[src/design/vt44_pkg.sv]
`timescale 1ns / 1ps
// Package for the 4x4 vertex transform core: widths, action codes and types.
// No dependencies; every design file imports it.
package vt44_pkg;

  localparam int FRAC_BITS      = 16;
  localparam int WORD_W         = 32;
  localparam int MATRIX_ENTRIES = 16;
  localparam int IDX_W          = $clog2(MATRIX_ENTRIES);
  localparam int PROD_W         = 2 * WORD_W;
  localparam int RND_W          = PROD_W - FRAC_BITS;
  localparam int SUM_W          = RND_W + 2;
  localparam int COORDS         = 3;
  localparam int LANES          = 4;

  localparam int IN_BITS        = IDX_W + WORD_W * 4;
  localparam int IN_TDATA_W     = ((IN_BITS + 7) / 8) * 8;
  localparam int OUT_TDATA_W    = WORD_W * LANES;

  localparam logic [WORD_W-1:0] WORD_ONE = WORD_W'(1) << FRAC_BITS;
  localparam logic [WORD_W-1:0] WORD_MAX = {1'b0, {(WORD_W-1){1'b1}}};
  localparam logic [WORD_W-1:0] WORD_MIN = {1'b1, {(WORD_W-1){1'b0}}};
  localparam logic signed [PROD_W-1:0] PROD_HALF = PROD_W'(1) << (FRAC_BITS - 1);

  typedef enum logic {
    ACT_LOAD  = 1'b0,
    ACT_XFORM = 1'b1
  } action_t;

  typedef logic [MATRIX_ENTRIES-1:0][WORD_W-1:0] matrix_t;

  // Register loads for the lane pipeline stages, driven by the top level.
  typedef struct packed {
    logic mul_en;
    logic rnd_en;
    logic sum_en;
    logic out_en;
  } lane_en_t;

  function automatic matrix_t identity_matrix();
    matrix_t m;
    m = '0;
    for (int i = 0; i < LANES; i++) begin
      m[i * 5] = WORD_ONE;
    end
    return m;
  endfunction

endpackage

[src/design/vt44_matrix.sv]
`timescale 1ns / 1ps
// Matrix element store: sixteen column-major words, reset to identity.
// Depends on vt44_pkg.
module vt44_matrix
  import vt44_pkg::*;
(
  input  logic              clk,
  input  logic              rst_n,
  input  logic              wr_en,
  input  logic [IDX_W-1:0]  wr_idx,
  input  logic [WORD_W-1:0] wr_data,
  output matrix_t           matrix_o
);

  matrix_t m_r;
  matrix_t m_nxt;

  always_comb begin
    m_nxt = m_r;
    if (wr_en) begin
      m_nxt[wr_idx] = wr_data;
    end
  end

  always_ff @(posedge clk) begin
    if (!rst_n) begin
      m_r <= identity_matrix();
    end else begin
      m_r <= m_nxt;
    end
  end

  assign matrix_o = m_r;

endmodule

[config.mk]
export PLATFORM = sky130hd
export DESIGN_NAME = vt44_matrix
export DESIGN_NICKNAME = d
export VERILOG_FILES = /design/src/design/vt44_pkg.sv /design/src/design/vt44_matrix.sv
export SDC_FILE = /design/constraint.sdc
export NUM_CORES = 1
export LEC_CHECK = 0
export BUFFER_PORTS_ARGS = -buffer_cell sky130_fd_sc_hd__buf_2
export CORE_AREA = 10 10 206 208
export DETAILED_ROUTE_END_ITERATION = 8
export DIE_AREA = 0 0 216 218
export GPL_ROUTABILITY_DRIVEN = 1
export PLACE_DENSITY = 0.75
export SYNTH_ARGS = -nofsm -noshare
export SYNTH_HDL_FRONTEND = slang
export SYNTH_SLANG_ARGS = --single-unit
[constraint.sdc]
create_clock -name clk -period 1.5 [get_ports clk]
set_input_delay 0.075 -clock clk [delete_from_list [all_inputs] [get_ports clk]]
set_output_delay 0.075 -clock clk [all_outputs]
set_load 0.03 [all_outputs]
==> results.sh <==
export IMPL_outcome="finished, final reports clean"
export IMPL_drt_iter0_markers=977
export IMPL_critical_path_class="in2reg"
export IMPL_final_common_cell="buf_2"
export IMPL_fmaxAchievable_mhz=750.3
export IMPL_dr_pass1_iters=5
export IMPL_worstPathArrival_ns=1.82
export IMPL_r2r_cells=2
export IMPL_ctsResizeCount=0
export IMPL_post_cts_buffers=0
export IMPL_hold_start="wr_idx[0]"
export IMPL_route_met3_wl_mm=4.517
export IMPL_num_rows=72
export IMPL_p_leak_nw=11.78
export IMPL_crit_family="buffers and inverters"
export IMPL_die_w_um=216
export IMPL_drive_above_1_share_pct=31.44
export IMPL_die_y_um=218
export IMPL_nets=2362
export IMPL_syn_area_um2=18240
export IMPL_slew_violations=0
export IMPL_hold_violations=0
export IMPL_fin_skew_ns=0
export IMPL_yosysSeqAreaShare_pct=56.19
export IMPL_clk_pin_slew_ns=0.06
export IMPL_grt_overflow=0
export IMPL_r2r_end="matrix_o[176]"
export IMPL_largest_reg_flops=512
export IMPL_cts_max_level=2
export IMPL_max_slew_margin_rel_pct=58.07
export IMPL_wl_met1_mm=24.18
export IMPL_fin_util_pct=62.98
export IMPL_rrSetupSlack_ns=0.77
export IMPL_ir_worst_vdd_uv=1028
export IMPL_fin_crit_ns=1.333
export IMPL_cts_root_buf="clkbuf_16"
export IMPL_ys_top_cells_by_area="dfxtp_1, mux2i_1, nand2_1"
export IMPL_postCtsHoldBufs=30
export IMPL_cp_start_kind="primary input"
export IMPL_drc=0
export IMPL_ant_nets=0
export IMPL_routed_wl_met2_mm=31.87
export IMPL_end_kind="flop"
export IMPL_powerDensity_nw_per_um2=1185
export IMPL_coreArea_um2=38290
export IMPL_critPathRequiredTime_ns=1.99
export IMPL_ys_warn_count=0
export IMPL_first_global_vias=15270
export IMPL_crit_path_cell_trace="dlygate4sd3_1 -> buf_8 -> nand2_1 -> mux2i_1"
export IMPL_synthesis_nets=1782
export IMPL_ios=551
export IMPL_area_growth_pct=32.18
export IMPL_grt_usage_pct=25.89
export IMPL_synth_top_area_share_pct=56.19
export IMPL_max_cap_violations=0
export IMPL_rsz0062_at_grt="no"
export IMPL_holdCritPathClass="in2reg"
export IMPL_ys_ff_latch=512
export IMPL_cp_num_buf_inv=2
export IMPL_initial_utilization_pct=47.64
export IMPL_die_area_um2=47090
export IMPL_max_stage_delay_ns=0.58
export IMPL_syn_mean_instance_area_um2=10.47
export IMPL_routabilityCongestion=0.8123
export IMPL_via_per_inst=5.165
export IMPL_mostFrequentLayoutCells="buf_2, nand2_1, dfxtp_1, mux2i_1, buf_4"
export IMPL_grt_first_pass_wirelength_mm=94.65
export IMPL_whs_path_depth=4
export IMPL_cp_slowest_cell="dlygate4sd3_1"
export IMPL_vias=14890
export IMPL_insertion_delay_ns=0.58
export IMPL_tightest_slew_ns=0.6274
export IMPL_grt_max_degree=56
export IMPL_min_to="matrix_o[109]"
export IMPL_top_layer_used="met4"
export IMPL_setup_viol=0
export IMPL_ys_types=23
export IMPL_syn_inst=1743
export IMPL_setup_tns_ns=0
export IMPL_final_fill_count=3075
export IMPL_hpwl_mm=45.51
export IMPL_cts_sinks=512
export IMPL_path_max_fanout=44
export IMPL_cts_inserted_buffers=49
export IMPL_synth_top_area_cell="dfxtp_1"
export IMPL_cts_tree="done"
export IMPL_portBuffers=550
export IMPL_r2r_start="matrix_o[176]"
export IMPL_antenna_found_initial=0
export IMPL_drt_wl_total_mm=63.94
export IMPL_clock_path_buffers=3
export IMPL_wl_per_cell_um=22.18
export IMPL_fin_crit_sh_pct=88.85
==> per-layer routing <==
| layer | global-route usage (%) | up-vias |
|---|---|---|
| li1 | - | 6898 |
| met1 | 29.32 | 7201 |
| met2 | 44.60 | 618 |
| met3 | 5.714 | 168 |
| met4 | 14.57 | 0 |
| met5 | 0 | - |
==> layout make-up <==
type | instances | area, um2 | area share (%)
timing repair buffer | 676 | 4146 | 17.20
tap | 518 | 648.1 | 2.688
multi-input combinational | 1082 | 7383 | 30.62
antenna | 1 | 2.502 | 0.01038
inverter | 2 | 7.507 | 0.03113
clock buffer | 69 | 1424 | 5.905
sequential | 512 | 10250 | 42.51
clock inverter | 22 | 250.2 | 1.038
==> cells by family (layout without fill, tap and decap cells) <==
logic type             Yosys count  count (layout)  synth area share (%)
other                            0               1                     0
buffers and inverters          149             769                 3.745
flip-flops                     512             512                 56.19
AND/OR/NAND/NOR                567             567                 11.93
AO/OA/AOI/OAI                    7               7                0.2606
multiplexers                   508             508                 27.88
==> how the worst max path moves through the flow <==
stage	from	endpoint	slack (ns)	cells after the start
6_report	rst_n	matrix_o[304]	0.17	4
5_1_grt	rst_n	matrix_o[240]	0.09	4
4_1_cts	matrix_o[13]	matrix_o[13]	0.19	1
3_5_place_dp	wr_idx[2]	matrix_o[39]	-0.04	5
3_3_place_gp	wr_idx[2]	matrix_o[42]	-0.003	5
2_1_floorplan	wr_idx[2]	matrix_o[48]	0.22	5
==> power breakdown <==
part           leakage (nW)  internal [mW]  switching, mW
registers              4.13           13.8         0.0960
clock network         0.825           7.50           5.27
logic                  6.82          0.597           1.34
==> worst register-to-register path: cells and delay by family, from the launching register on <==
family	cells	cell delay (ns)
DFF	1	0.31
AOI/OAI and AO/OA	2	0.28
==> Yosys cell counts <==
cell	instances
buf_6	6
clkbuf_1	83
buf_1	5
nor3_2	1
o211ai_1	2
nand3b_1	2
buf_4	5
or2_1	2
o311ai_0	2
inv_1	2
buf_2	48
nor2_2	1
mux2i_1	508
dfxtp_1	512
o21ai_0	3
nor3b_1	1
or3b_1	1
or2_2	1
nor2_1	9
nand2b_1	2
nand2_1	542
nand3_1	2
or3_1	3
==> metrics by stage <==
step,std cells,power (mW),instance area [um2],worst slack (ns),hold slack (ns)
global route,2881,29.40,24110,0.08760,0.03939
detailed placement,2760,16.03,22140,-0.04369,0.4109
global placement,2760,15.99,22140,-0.003199,0.3745
floorplan,1743,15.21,18240,0.2197,0.2371
finish,2882,28.57,24110,0.1673,0.03273
CTS,2881,28.74,24110,0.1897,0.000006661
(Power assumes the default switching activity.)
